--- config.mk ---
export PLATFORM = sky130hd
export DESIGN_NAME = bankers_safety_check_unit
export DESIGN_NICKNAME = d
export VERILOG_FILES = /design/src/hw/rtl/bsc_pkg.sv /design/src/hw/rtl/bsc_datapath.sv /design/src/hw/rtl/bsc_ctrl.sv /design/src/hw/rtl/bankers_safety_check_unit.sv
export VERILOG_INCLUDE_DIRS = /design/src /design/src/hw/rtl
export SDC_FILE = /design/constraint.sdc
export NUM_CORES = 2
export LEC_CHECK = 0
export BUFFER_PORTS_ARGS = -buffer_cell sky130_fd_sc_hd__clkbuf_2
export CORE_MARGIN = 1
export CORE_UTILIZATION = 45
export CTS_BUF_LIST = sky130_fd_sc_hd__clkbuf_4
export DETAILED_ROUTE_END_ITERATION = 7
export SLEW_MARGIN = 0
export SYNTH_ARGS = -nofsm -noshare
export SYNTH_HDL_FRONTEND = slang
export SYNTH_HIERARCHICAL = 1
export SYNTH_MEMORY_MAX_BITS = 65536
export SYNTH_SLANG_ARGS = --single-unit
--- constraint.sdc ---
create_clock -name clk -period 4.6 [get_ports clk]
set_input_delay 0 -clock clk [delete_from_list [all_inputs] [get_ports clk]]
set_output_delay 0 -clock clk [all_outputs]
set_load 0.01 [all_outputs]
--- src/hw/rtl/bankers_safety_check_unit_assert.svh ---
// Assertion macros for the safety check unit modules.
// No dependencies; included by modules that carry assertions.
`ifndef BANKERS_SAFETY_CHECK_UNIT_ASSERT_SVH
`define BANKERS_SAFETY_CHECK_UNIT_ASSERT_SVH

// Check a property that holds whenever reset is released.
`define BSC_ASSERT(label, prop, msg) \
	label: assert property (@(posedge clk) disable iff (!arst_n) (prop)) else $error(msg);

// Check an implication to the next cycle.
`define BSC_ASSERT_NEXT(label, ante, cons, msg) \
	label: assert property (@(posedge clk) disable iff (!arst_n) (ante) |=> (cons)) \
		else $error(msg);

`endif

--- src/hw/rtl/bsc_pkg.sv ---
// Shared types, action codes and controller states for the safety check unit.
// No dependencies.
package bsc_pkg;

	typedef enum logic [1:0] {
		ACT_MAX   = 2'd0,
		ACT_ALLOC = 2'd1,
		ACT_AVAIL = 2'd2,
		ACT_CHECK = 2'd3
	} action_t;

	localparam logic CFG_PROC = 1'b0;
	localparam logic CFG_RES  = 1'b1;

	typedef struct packed {
		logic [1:0]  action;
		logic [3:0]  proc_index;
		logic [2:0]  res_index;
		logic [15:0] value;
	} in_item_t;

	typedef struct packed {
		logic       is_verdict;
		logic [3:0] proc_id;
		logic       safe;
		logic       last;
	} out_item_t;

	typedef enum logic [3:0] {
		ST_IDLE,
		ST_LOAD,
		ST_CLEAR,
		ST_SCAN_RD,
		ST_SCAN_CMP,
		ST_NEXT_PROC,
		ST_EMIT,
		ST_ADD_RD,
		ST_ADD_WR,
		ST_VERDICT
	} state_t;

	// Controller to datapath commands.
	typedef struct packed {
		logic load;
		logic clear;
		logic scan_start;
		logic scan_read;
		logic scan_cmp;
		logic next_proc;
		logic add_start;
		logic add_read;
		logic add_write;
	} dp_cmd_t;

	// Datapath to controller status.
	typedef struct packed {
		logic res_last;
		logic proc_last;
		logic fail;
		logic all_done;
		logic is_done;
	} dp_sts_t;

endpackage

--- src/hw/rtl/bsc_datapath.sv ---
// Datapath: claim/allocation memories, available vector, done marks, counters.
// Depends on bsc_pkg.
module bsc_datapath
	import bsc_pkg::*;
#(
	parameter int MAX_PROCS   = 16,
	parameter int MAX_RES     = 8,
	parameter int COUNT_WIDTH = 16
) (
	input  logic                 clk,
	input  logic                 arst_n,
	input  dp_cmd_t              cmd,
	input  in_item_t             item,
	input  logic [4:0]           process_count_q,
	input  logic [3:0]           resource_count_q,
	output dp_sts_t              sts,
	output logic [3:0]           proc_id,
	output logic                 safe
);
	localparam int PW = (MAX_PROCS > 1) ? $clog2(MAX_PROCS) : 1;
	localparam int RW = (MAX_RES > 1) ? $clog2(MAX_RES) : 1;
	localparam int AW = PW + RW;
	localparam int DEPTH = 1 << AW;
	localparam int NPW = $clog2(MAX_PROCS + 1);
	localparam int NRW = $clog2(MAX_RES + 1);
	localparam logic [COUNT_WIDTH-1:0] CMAX = {COUNT_WIDTH{1'b1}};

	logic [COUNT_WIDTH-1:0] max_mem [DEPTH];
	logic [COUNT_WIDTH-1:0] alloc_mem [DEPTH];
	logic [COUNT_WIDTH-1:0] avail_q [MAX_RES];
	logic [MAX_PROCS-1:0]   done_q;
	logic [NPW-1:0]         fin_q;
	logic [PW-1:0]          p_q;
	logic [RW-1:0]          r_q;
	logic [COUNT_WIDTH-1:0] max_rd_q, alloc_rd_q;
	logic                   fail_q;
	logic [NPW-1:0]         np;
	logic [NRW-1:0]         nr;
	logic [AW-1:0]          rd_addr, wr_addr;
	logic [COUNT_WIDTH-1:0] need, wval;
	logic [COUNT_WIDTH:0]   sum;
	logic                   wr_ok;

	// Clamp the counts to 1..table size.
	always_comb begin
		np = (process_count_q == 5'd0) ? NPW'(1) :
			((32'(process_count_q) > MAX_PROCS) ? NPW'(MAX_PROCS) : NPW'(process_count_q));
		nr = (resource_count_q == 4'd0) ? NRW'(1) :
			((32'(resource_count_q) > MAX_RES) ? NRW'(MAX_RES) : NRW'(resource_count_q));
	end

	assign rd_addr = {p_q, r_q};
	assign wr_addr = {PW'(item.proc_index), RW'(item.res_index)};
	assign wval    = COUNT_WIDTH'(item.value & 16'((33'd1 << COUNT_WIDTH) - 33'd1));
	assign wr_ok   = (32'(item.res_index) < MAX_RES) && (32'(item.proc_index) < MAX_PROCS);
	assign need    = (max_rd_q > alloc_rd_q) ? (max_rd_q - alloc_rd_q) : '0;
	assign sum     = {1'b0, avail_q[r_q]} + {1'b0, alloc_rd_q};

	// Table memories: one write and one registered read per cycle.
	always_ff @(posedge clk) begin
		if (cmd.load && wr_ok && item.action == ACT_MAX) max_mem[wr_addr] <= wval;
		else if (cmd.add_write) max_mem[rd_addr] <= '0;
		if (cmd.load && wr_ok && item.action == ACT_ALLOC) alloc_mem[wr_addr] <= wval;
		else if (cmd.add_write) alloc_mem[rd_addr] <= '0;
		if (cmd.scan_read || cmd.add_read) begin
			max_rd_q   <= max_mem[rd_addr];
			alloc_rd_q <= alloc_mem[rd_addr];
		end
	end

	// Available vector: load writes and saturating adds.
	always_ff @(posedge clk) begin
		if (cmd.load && item.action == ACT_AVAIL && 32'(item.res_index) < MAX_RES)
			avail_q[RW'(item.res_index)] <= wval;
		else if (cmd.add_write)
			avail_q[r_q] <= sum[COUNT_WIDTH] ? CMAX : sum[COUNT_WIDTH-1:0];
	end

	// Index counters, done marks and fit flag.
	always_ff @(posedge clk or negedge arst_n) begin
		if (!arst_n) begin
			done_q <= '0;
			fin_q  <= '0;
			p_q    <= '0;
			r_q    <= '0;
			fail_q <= 1'b0;
		end else begin
			// Clear marks at check start, mark a process as it finishes.
			if (cmd.clear) begin
				done_q <= '0;
				fin_q  <= '0;
			end else if (cmd.add_start) begin
				done_q[p_q] <= 1'b1;
				fin_q       <= fin_q + NPW'(1);
			end
			// Restart the process scan at zero, or advance past a process that does not fit or is done.
			if (cmd.clear) p_q <= '0;
			else if (cmd.next_proc) p_q <= p_q + PW'(1);
			else if (cmd.scan_start) p_q <= '0;
			// Restart or advance the resource index.
			if (cmd.scan_start || cmd.add_start) r_q <= '0;
			else if (cmd.scan_cmp || cmd.add_write) r_q <= r_q + RW'(1);
			// Track whether any resource failed to fit.
			if (cmd.scan_start || cmd.add_start) fail_q <= 1'b0;
			else if (cmd.scan_cmp && need > avail_q[r_q]) fail_q <= 1'b1;
		end
	end

	assign sts.res_last  = (32'(r_q) + 1 >= 32'(nr));
	assign sts.proc_last = (32'(p_q) + 1 >= 32'(np));
	assign sts.fail      = fail_q;
	assign sts.all_done  = (fin_q >= np);
	assign sts.is_done   = done_q[p_q];
	assign proc_id       = 4'(p_q);
	assign safe          = (fin_q >= np);
endmodule

--- src/hw/rtl/bsc_ctrl.sv ---
// Controller state machine sequencing loads, scan rounds, updates and verdict.
// Depends on bsc_pkg and the assertion macro header.
`include "bankers_safety_check_unit_assert.svh"
module bsc_ctrl
	import bsc_pkg::*;
(
	input  logic      clk,
	input  logic      arst_n,
	input  logic      in_valid,
	output logic      in_ready,
	input  action_t   action,
	output logic      out_valid,
	input  logic      out_ready,
	output logic      out_verdict,
	output dp_cmd_t   cmd,
	input  dp_sts_t   sts
);
	state_t state_q, state_d;

	always_ff @(posedge clk or negedge arst_n) begin
		if (!arst_n) state_q <= ST_IDLE;
		else         state_q <= state_d;
	end

	// Next state and commands.
	always_comb begin
		state_d     = state_q;
		cmd         = '0;
		in_ready    = 1'b0;
		out_valid   = 1'b0;
		out_verdict = 1'b0;
		unique case (state_q)
			ST_IDLE: begin
				in_ready = 1'b1;
				if (in_valid) begin
					if (action == ACT_CHECK) begin
						cmd.clear      = 1'b1;
						cmd.scan_start = 1'b1;
						state_d        = ST_CLEAR;
					end else begin
						cmd.load = 1'b1;
					end
				end
			end
			ST_LOAD: state_d = ST_IDLE;
			ST_CLEAR: begin
				if (sts.all_done) state_d = ST_VERDICT;
				else if (sts.is_done) state_d = ST_NEXT_PROC;
				else begin
					cmd.scan_read = 1'b1;
					state_d = ST_SCAN_CMP;
				end
			end
			ST_SCAN_RD: begin
				cmd.scan_read = 1'b1;
				state_d = ST_SCAN_CMP;
			end
			ST_SCAN_CMP: begin
				cmd.scan_cmp = 1'b1;
				if (sts.res_last) state_d = ST_EMIT;
				else state_d = ST_SCAN_RD;
			end
			ST_EMIT: begin
				// Fit flag now final for this process.
				if (sts.fail) state_d = ST_NEXT_PROC;
				else begin
					out_valid = 1'b1;
					if (out_ready) begin
						cmd.add_start = 1'b1;
						state_d = ST_ADD_RD;
					end
				end
			end
			ST_NEXT_PROC: begin
				if (sts.proc_last) state_d = ST_VERDICT;
				else begin
					cmd.next_proc = 1'b1;
					cmd.scan_start = 1'b1;
					state_d = ST_CLEAR;
				end
			end
			ST_ADD_RD: begin
				cmd.add_read = 1'b1;
				state_d = ST_ADD_WR;
			end
			ST_ADD_WR: begin
				cmd.add_write = 1'b1;
				if (sts.res_last) begin
					cmd.clear = 1'b0;
					cmd.scan_start = 1'b1;
					state_d = ST_CLEAR;
				end else state_d = ST_ADD_RD;
			end
			ST_VERDICT: begin
				out_valid = 1'b1;
				out_verdict = 1'b1;
				if (out_ready) state_d = ST_IDLE;
			end
			default: state_d = ST_IDLE;
		endcase
	end

	`BSC_ASSERT(a_no_in_busy, !(in_ready && out_valid), "input taken while result pending")
	`BSC_ASSERT_NEXT(a_verdict_ends, out_valid && out_verdict && out_ready, state_q == ST_IDLE,
		"verdict did not end check")
	`BSC_ASSERT_NEXT(a_emit_adds, state_q == ST_EMIT && out_valid && out_ready,
		state_q == ST_ADD_RD, "emitted process not folded into available")
endmodule

--- src/hw/rtl/bankers_safety_check_unit.sv ---
// A load is taken while idle; a check reads and compares one table entry at a time for each
// unfinished process, skips done processes, emits and folds each process that fits back into
// the available vector and then gives the verdict; result stalls can hold it up.
// One item at a time; results stream out before the next item is taken.
// Reset (arst_n low): counts return to 1, done marks and counters clear; tables stay.
// Top level: configuration registers, controller and datapath. Depends on bsc_pkg.
module bankers_safety_check_unit
	import bsc_pkg::*;
#(
	parameter int MAX_PROCS   = 16,
	parameter int MAX_RES     = 8,
	parameter int COUNT_WIDTH = 16
) (
	input  logic      clk,
	input  logic      arst_n,
	input  logic      in_valid,
	output logic      in_ready,
	input  in_item_t  in_data,
	output logic      out_valid,
	input  logic      out_ready,
	output out_item_t out_data,
	input  logic      cfg_valid,
	output logic      cfg_ready,
	input  logic      cfg_index,
	input  logic [4:0] cfg_data
);
	logic [4:0] process_count_q;
	logic [3:0] resource_count_q;
	dp_cmd_t    cmd;
	dp_sts_t    sts;
	logic [3:0] pid;
	logic       safe_w, verdict;

	assign cfg_ready = 1'b1;

	// Write configuration registers.
	always_ff @(posedge clk or negedge arst_n) begin
		if (!arst_n) begin
			process_count_q  <= 5'd1;
			resource_count_q <= 4'd1;
		end else if (cfg_valid) begin
			if (cfg_index == CFG_PROC) process_count_q <= cfg_data;
			else resource_count_q <= cfg_data[3:0];
		end
	end

	bsc_ctrl u_ctrl (
		.clk, .arst_n, .in_valid, .in_ready,
		.action(action_t'(in_data.action)),
		.out_valid, .out_ready, .out_verdict(verdict), .cmd, .sts
	);

	bsc_datapath #(.MAX_PROCS(MAX_PROCS), .MAX_RES(MAX_RES), .COUNT_WIDTH(COUNT_WIDTH)) u_dp (
		.clk, .arst_n, .cmd, .item(in_data), .process_count_q, .resource_count_q,
		.sts, .proc_id(pid), .safe(safe_w)
	);

	// Form the result transfer.
	assign out_data.is_verdict = verdict;
	assign out_data.proc_id    = verdict ? 4'd0 : pid;
	assign out_data.safe       = verdict & safe_w;
	assign out_data.last       = verdict;
endmodule

== Word level (Yosys, flattened, before mapping) ==
Memory sizes are Yosys's and may differ from the RTL's. A register that Yosys moved wholly into a read port is not among the register bits.
Cells that the tools add are included.

* Register bits after elaboration: 42
* Bits in writable memories: 4224
* Input bits: 36
* Memories kept: 3

* $add $sub $neg: 7
* Magnitude comparators: 9
* Equality and inequality tests: 15
* Multiplexer cells: 77
* Bitwise operators: 3
* Reductions and logical operators: 22

{| class="wikitable"
|+ Memories
! memory !! depth !! bits a word !! rd ports !! clocked after memory_dff !! wr ports !! RTL line !! RTL
|-
| u_dp.alloc_mem || 128 || 16 || 1 || 1 || 1 || bsc_datapath.sv:29 || <nowiki>logic [COUNT_WIDTH-1:0] alloc_mem [DEPTH];</nowiki>
|-
| u_dp.max_mem || 128 || 16 || 1 || 1 || 1 || bsc_datapath.sv:28 || <nowiki>logic [COUNT_WIDTH-1:0] max_mem [DEPTH];</nowiki>
|-
| u_dp.avail_q || 8 || 16 || 1 || 0 || 1 || bsc_datapath.sv:30 || <nowiki>logic [COUNT_WIDTH-1:0] avail_q [MAX_RES];</nowiki>
|}

{| class="wikitable"
|+ Operator list
! cell !! number
|-
| two-way mux 16 bit || 7
|-
| two-way mux 4 bit || 13
|-
| OR reduction 16 bit || 3
|-
| two-way mux 1 bit || 37
|-
| one-hot mux 4 bit (9 select lines) || 1
|-
| greater-or-equal comparator 32 x 4 -> 1 bit || 1
|-
| greater-or-equal comparator 32 x 5 -> 1 bit || 1
|-
| greater-than comparator 16 bit || 2
|-
| two-way mux 5 bit || 4
|-
| two-way mux 3 bit || 6
|-
| adder 16 x 16 -> 17 bit || 1
|-
| == test 4 x 3 -> 1 bit, second input constant || 4
|-
| OR 16 bit || 1
|-
| subtractor 16 bit || 1
|-
| two-way mux 7 bit || 2
|-
| == test 4 x 2 -> 1 bit, second input constant || 2
|-
| == test 4 bit, second input constant || 2
|-
| zero test 4 bit || 2
|-
| one-hot mux 1 bit (2 select lines) || 3
|-
| nonzero test 2 bit || 3
|-
| adder 4 x 1 -> 5 bit, second input constant || 1
|-
| adder 5 x 1 -> 5 bit, second input constant || 1
|-
| greater-or-equal comparator 5 bit || 1
|-
| greater-than comparator 5 bit, second input constant || 1
|-
| other kinds (24) || 33
|}

== Logic depth before layout (Yosys ltp) ==
* Depth in word-level cells: 9
* Mapped depth: 20
* Depth with buffers taken out: 19

== By module ==
The synthesis kept the hierarchy.

{| class="wikitable"
|+ Modules (own cells, without submodules)
! module !! instances !! cells an instance !! area each (um^2) !! seq. area each (um^2)
|-
| bsc_datapath || 1 || 7108 || 166320.8 || 128528.3
|-
| bsc_ctrl || 1 || 60 || 481.7 || 100.1
|-
| bankers_safety_check_unit || 1 || 29 || 421.7 || 227.7
|}

== Worst setup path after synthesis ==
OpenSTA, ideal clock, no wires.

* Path kind: flip-flop to flip-flop
* From: reg u_dp.r_q[0]
* To: mem u_dp.avail_q[0][10], data pin
* Library setup time: 0.281 ns
* Arrival: 4.216 ns
* Data required time: 4.319 ns
* Setup slack: 0.104 ns
* Stages on the path, launching flop included: 19
* Cell sequence: dfrtp_1 > buf_4 > buf_6 > buf_4 > buf_4 > buf_6 > buf_2 > mux4_2 > mux2i_1 > inv_1 > ha_1 > nor2b_1 > o31a_1 > o21a_1 > o21a_1 > o2111ai_1 > nand2_1 > clkbuf_1 > o22a_1

* Word-level cells in the longest chain between the ends: 4

{| class="wikitable"
|+ Ends and longest elaborated chain
! item !! RTL line !! RTL
|-
| from (decl) || bsc_datapath.sv:34 || <nowiki>logic [RW-1:0] r_q;</nowiki>
|-
| from (signal assigned) || bsc_datapath.sv:102 || <nowiki>else if (cmd.scan_cmp || cmd.add_write) r_q <= r_q + RW'(1);</nowiki>
|-
| memory read (8 x 16 bit) || -- ||
|-
| adder 16 x 16 -> 17 bit || bsc_datapath.sv:57 || <nowiki>assign sum = {1'b0, avail_q[r_q]} + {1'b0, alloc_rd_q};</nowiki>
|-
| two-way mux 16 bit || bsc_datapath.sv:76 || <nowiki>avail_q[r_q] <= sum[COUNT_WIDTH] ? CMAX : sum[COUNT_WIDTH-1:0];</nowiki>
|-
| two-way mux 16 bit (no source line) || -- ||
|-
| to (decl) || bsc_datapath.sv:30 ||
|}

Every way passes these cells.

== Final worst setup path ==
* From: reg u_dp.r_q[0]
* To: mem u_dp.avail_q[5][6], data pin

The elaborated chain is that of the path after synthesis.

==> results.md <==
- Crit start category: register
- WP data required: 5.94 ns
- Pins Over Slew Limit: 0
- CTS H-Tree Depth: 7
- Initial antenna violation count: 24
- Count of cell types in the netlist: 75
- Hold path start: in_data[19]
- Period minus WS final: 4.36 ns
- Syn Std Cell Area: 167,000 um^2
- Ys async rst share: 0.977%
- Met2 wire len: just over 200 mm
- DRC: 0
- Cts bufs inserted: 1,155
- Setup Crit Path Kind: register to register
- Die ar.: around 370,000 um^2
- Maximum vdd drop: roughly 660 uV
- WHS Path Cells: 8
- WL final: 433 mm
- Worst setup margin: 0.238 ns
- Core Footprint: 369,000 um^2
- GRT Residual Overflow: 0
- Final net count: 8,804
- Layout cells sized above 1: 40.0%
- Pre-antenna DRT Iters: 7
- IO Port Bufs: 44
- First-pass GRT wire length: 619 mm
- CTS root buf: clkbuf_4
- Global router's overall resource usage: 23.5%
- Main synth FF type: edfxtp_1
- FMAX: 229 MHz
- CTS clock-pin slew for the worst setup and hold paths: 0.06 ns
- Row cnt: 223
- Max-cap violation count: 0
- Met1 wire length: approximately 180 mm
- Die H: 612 um
- Vias in the first global route: approximately 87,000
- Largest net degree at the start of global routing: between 100 and 150
- Reg-to-reg endpoint: u_dp/avail_q[5][6]
- Vias per cell: 5.92
- Clk_skew: 0.139 ns
- HPWL Detailed: 249 mm
- Layout area overhead: 15.2%
- Net count after synthesis: 7,303
- Reg2reg setup slack: 0.24 ns
- # clock sinks: roughly 4,300
- Period utilisation layout: 94.8%
- Min-delay worst type: primary input to register
- Yosys Warn Count: 6
- R2R cell count: 13
- Clock insertion delay at the later pin of the skew report: ~1.7 ns
- Status: finished, final reports clean
- Final hold vios: 0
- Seq cells post-synth: 4,298
- CP max FO: 25
- CP arrival: 5.70 ns
- CTS tree: built
- Unrepaired setup endpoints after global routing: no
- Width of the die: about 610 um
- Hold endpoint: u_dp/alloc_mem[11][15]
- Initial drt markers: 9,649
- Setup TNS: 0 ns
- Max-slew headroom: 20.6%
- DRT antenna net count: 0
- Vias: 84,900
- Share of the yosys chip area belonging to registers: 77.1%
- Routed wire per std cell: 30.2 um
- I/O pins: 46
- Power Dens Cells: between 500 and 600 nW/um^2
- CP Capture Type: register
- Met3 WL: approximately 43 mm
- Hold Slack: 0.207 ns
- Worst slew pin tran: 1.19 ns
- R2R Path Start: u_dp/r_q[0]
- Post-synth EDFFs: 4,256
- Total Power Consumption: around 110,000 uW
- Setup Viol. Count Final: 0
- Syn_area_per_cell: 23.2 um^2
- Setup slack at placement: about 0.3 ns
- Starting Density: 45.3%
- Pleak: between 0.06 and 0.07 uW
- DR top layer: met5
- Clock buffer depth: 5
- RePlAce Congestion: about 0.87
- Synth Instances: 7,197
## cells by family (layout without fill, tap and decap cells)
family	count (synthesis)	in the layout	synth area share, %
multiplexers	1359	1359	17.8
AO/OA/AOI/OAI	345	345	1.45
buffers and inverters	436	2610	1.16
XOR/XNOR	33	33	0.173
AND/OR/NAND/NOR	655	655	1.80
flip-flops	4298	4298	77.1
adder cells (fa/ha/maj)	70	70	0.533
other	1	12	0.00224
## final cells by class
cell class | instances | area, um^2
clock inverter | 232 | 1130
timing repair buffer | 730 | 7410
sequential | 4298 | 129000
fill | 29100 | 177000
multi-input combinational | 2463 | 36800
antenna | 11 | 27.5
inverter | 50 | 188
tap | 4950 | 6190
clock buffer | 1598 | 12000
## critical path: stages (launching register included)
cell       delay, ns
dfrtp_4         0.77
buf_12          0.32
mux4_2          0.55
mux2i_1         0.23
buf_4           0.17
fa_1            0.22
nor2b_1         0.07
o31a_1          0.27
o21a_1          0.21
o21a_1          0.21
o2111ai_1       0.27
nand2_1         0.16
buf_4           0.26
o22a_1          0.30
## Yosys cell counts, drive strengths merged, types with 3 or more instances
library cell,n,share of area (%)
a211oi,7,0.031
a21o,19,0.085
a21oi,44,0.13
a221oi,5,0.026
a22oi,92,0.42
a2bb2oi,3,0.016
a31oi,23,0.086
a32oi,30,0.16
and2,41,0.15
and3,8,0.030
buf,192,0.61
clkbuf,194,0.44
dfrtp,40,0.60
edfxtp,4256,76
ha,68,0.51
inv,50,0.11
mux2,15,0.11
mux2i,51,0.31
mux4,1293,17
nand2,95,0.22
nand2b,25,0.094
nand3,18,0.057
nand3b,12,0.054
nand4,39,0.15
nor2,356,0.80
nor2b,23,0.091
nor3,18,0.060
nor4,4,0.028
o2111ai,3,0.016
o21a,10,0.045
o21ai,49,0.15
o21bai,5,0.022
o221ai,6,0.031
o22a,15,0.079
o22ai,12,0.049
o31ai,4,0.018
or2,6,0.022
or4,3,0.013
xnor2,18,0.094
xor2,15,0.079
## registers in the layout (all words and copies together), names as in the netlist
register	flops
u_dp/alloc_mem	2048
u_dp/alloc_rd_q	16
u_dp/proc_id	4
u_dp/max_rd_q	16
u_ctrl/state_q	4
u_dp/done_q	16
resource_count_q	4
u_dp/avail_q	128
u_dp/max_mem	2048
u_dp/fin_q	5
process_count_q	5
u_dp/r_q	3
u_dp/fail_q	1
## per-stage QoR
| step | util, % | instance area [um^2] | cells |
|---|---|---|---|
| floorplan | - | 167000 | 7197 |
| global placement | 48.3 | 178000 | 12400 |
| detailed placement | 48.3 | 178000 | 12400 |
| CTS | 52.1 | 193000 | 14300 |
| global route | 52.1 | 193000 | 14300 |
| finish | 52.1 | 193000 | 14300 |
## how the worst max path moves through the flow
stage                       from                    end  slack (ns)  depth (start not counted)
2_1_floorplan        u_dp/r_q[0]    u_dp/avail_q[0][10]        0.10                         18
3_3_place_gp         u_dp/r_q[0]     u_dp/avail_q[4][7]        0.30                         13
3_5_place_dp         u_dp/r_q[0]     u_dp/avail_q[5][6]        0.30                         13
4_1_cts              u_dp/r_q[0]     u_dp/avail_q[5][6]        0.26                         13
5_1_grt        u_ctrl/state_q[2]  u_dp/alloc_mem[18][1]        0.03                         12
6_report             u_dp/r_q[0]     u_dp/avail_q[5][6]        0.24                         13
## power by group
part | switching (uW) | internal, uW
clock network | 14700 | 16300
registers | 689 | 44500
logic | 16600 | 13300
## cells in the final DEF (no fill, tap or decap), types with 44 or more instances in the layout
master         synthesis  routed
clkbuf_4               0    1598
nand2_1               93      93
clkinv_1               0     171
ha_1                  68      68
dlygate4sd3_1          0     104
nor2_2                 0      89
clkbuf_2               0      44
a22oi_1               91      91
nor2_1               355     265
edfxtp_1            4256    4256
buf_12                 0     141
mux4_2              1293    1293
o21ai_0               48      47
mux2i_1               51      51
inv_1                 50      49
a21oi_1               44      44
buf_4                 19     440
## metal layers
layer  GRT usage (%)  vias to the layer above
li1                -                    34500
met1            33.1                    45400
met2            35.3                     4348
met3            6.48                      624
met4            8.42                        6
met5               0                        -
## timing repair
action,CTS,global route
hold buffers,105,0
endpoints found under the hold margin,8531,0
gates resized for setup,0,0
buffers inserted,0,0
setup endpoints to repair,0,0
Note: power is estimated with default switching activity, not from simulation.
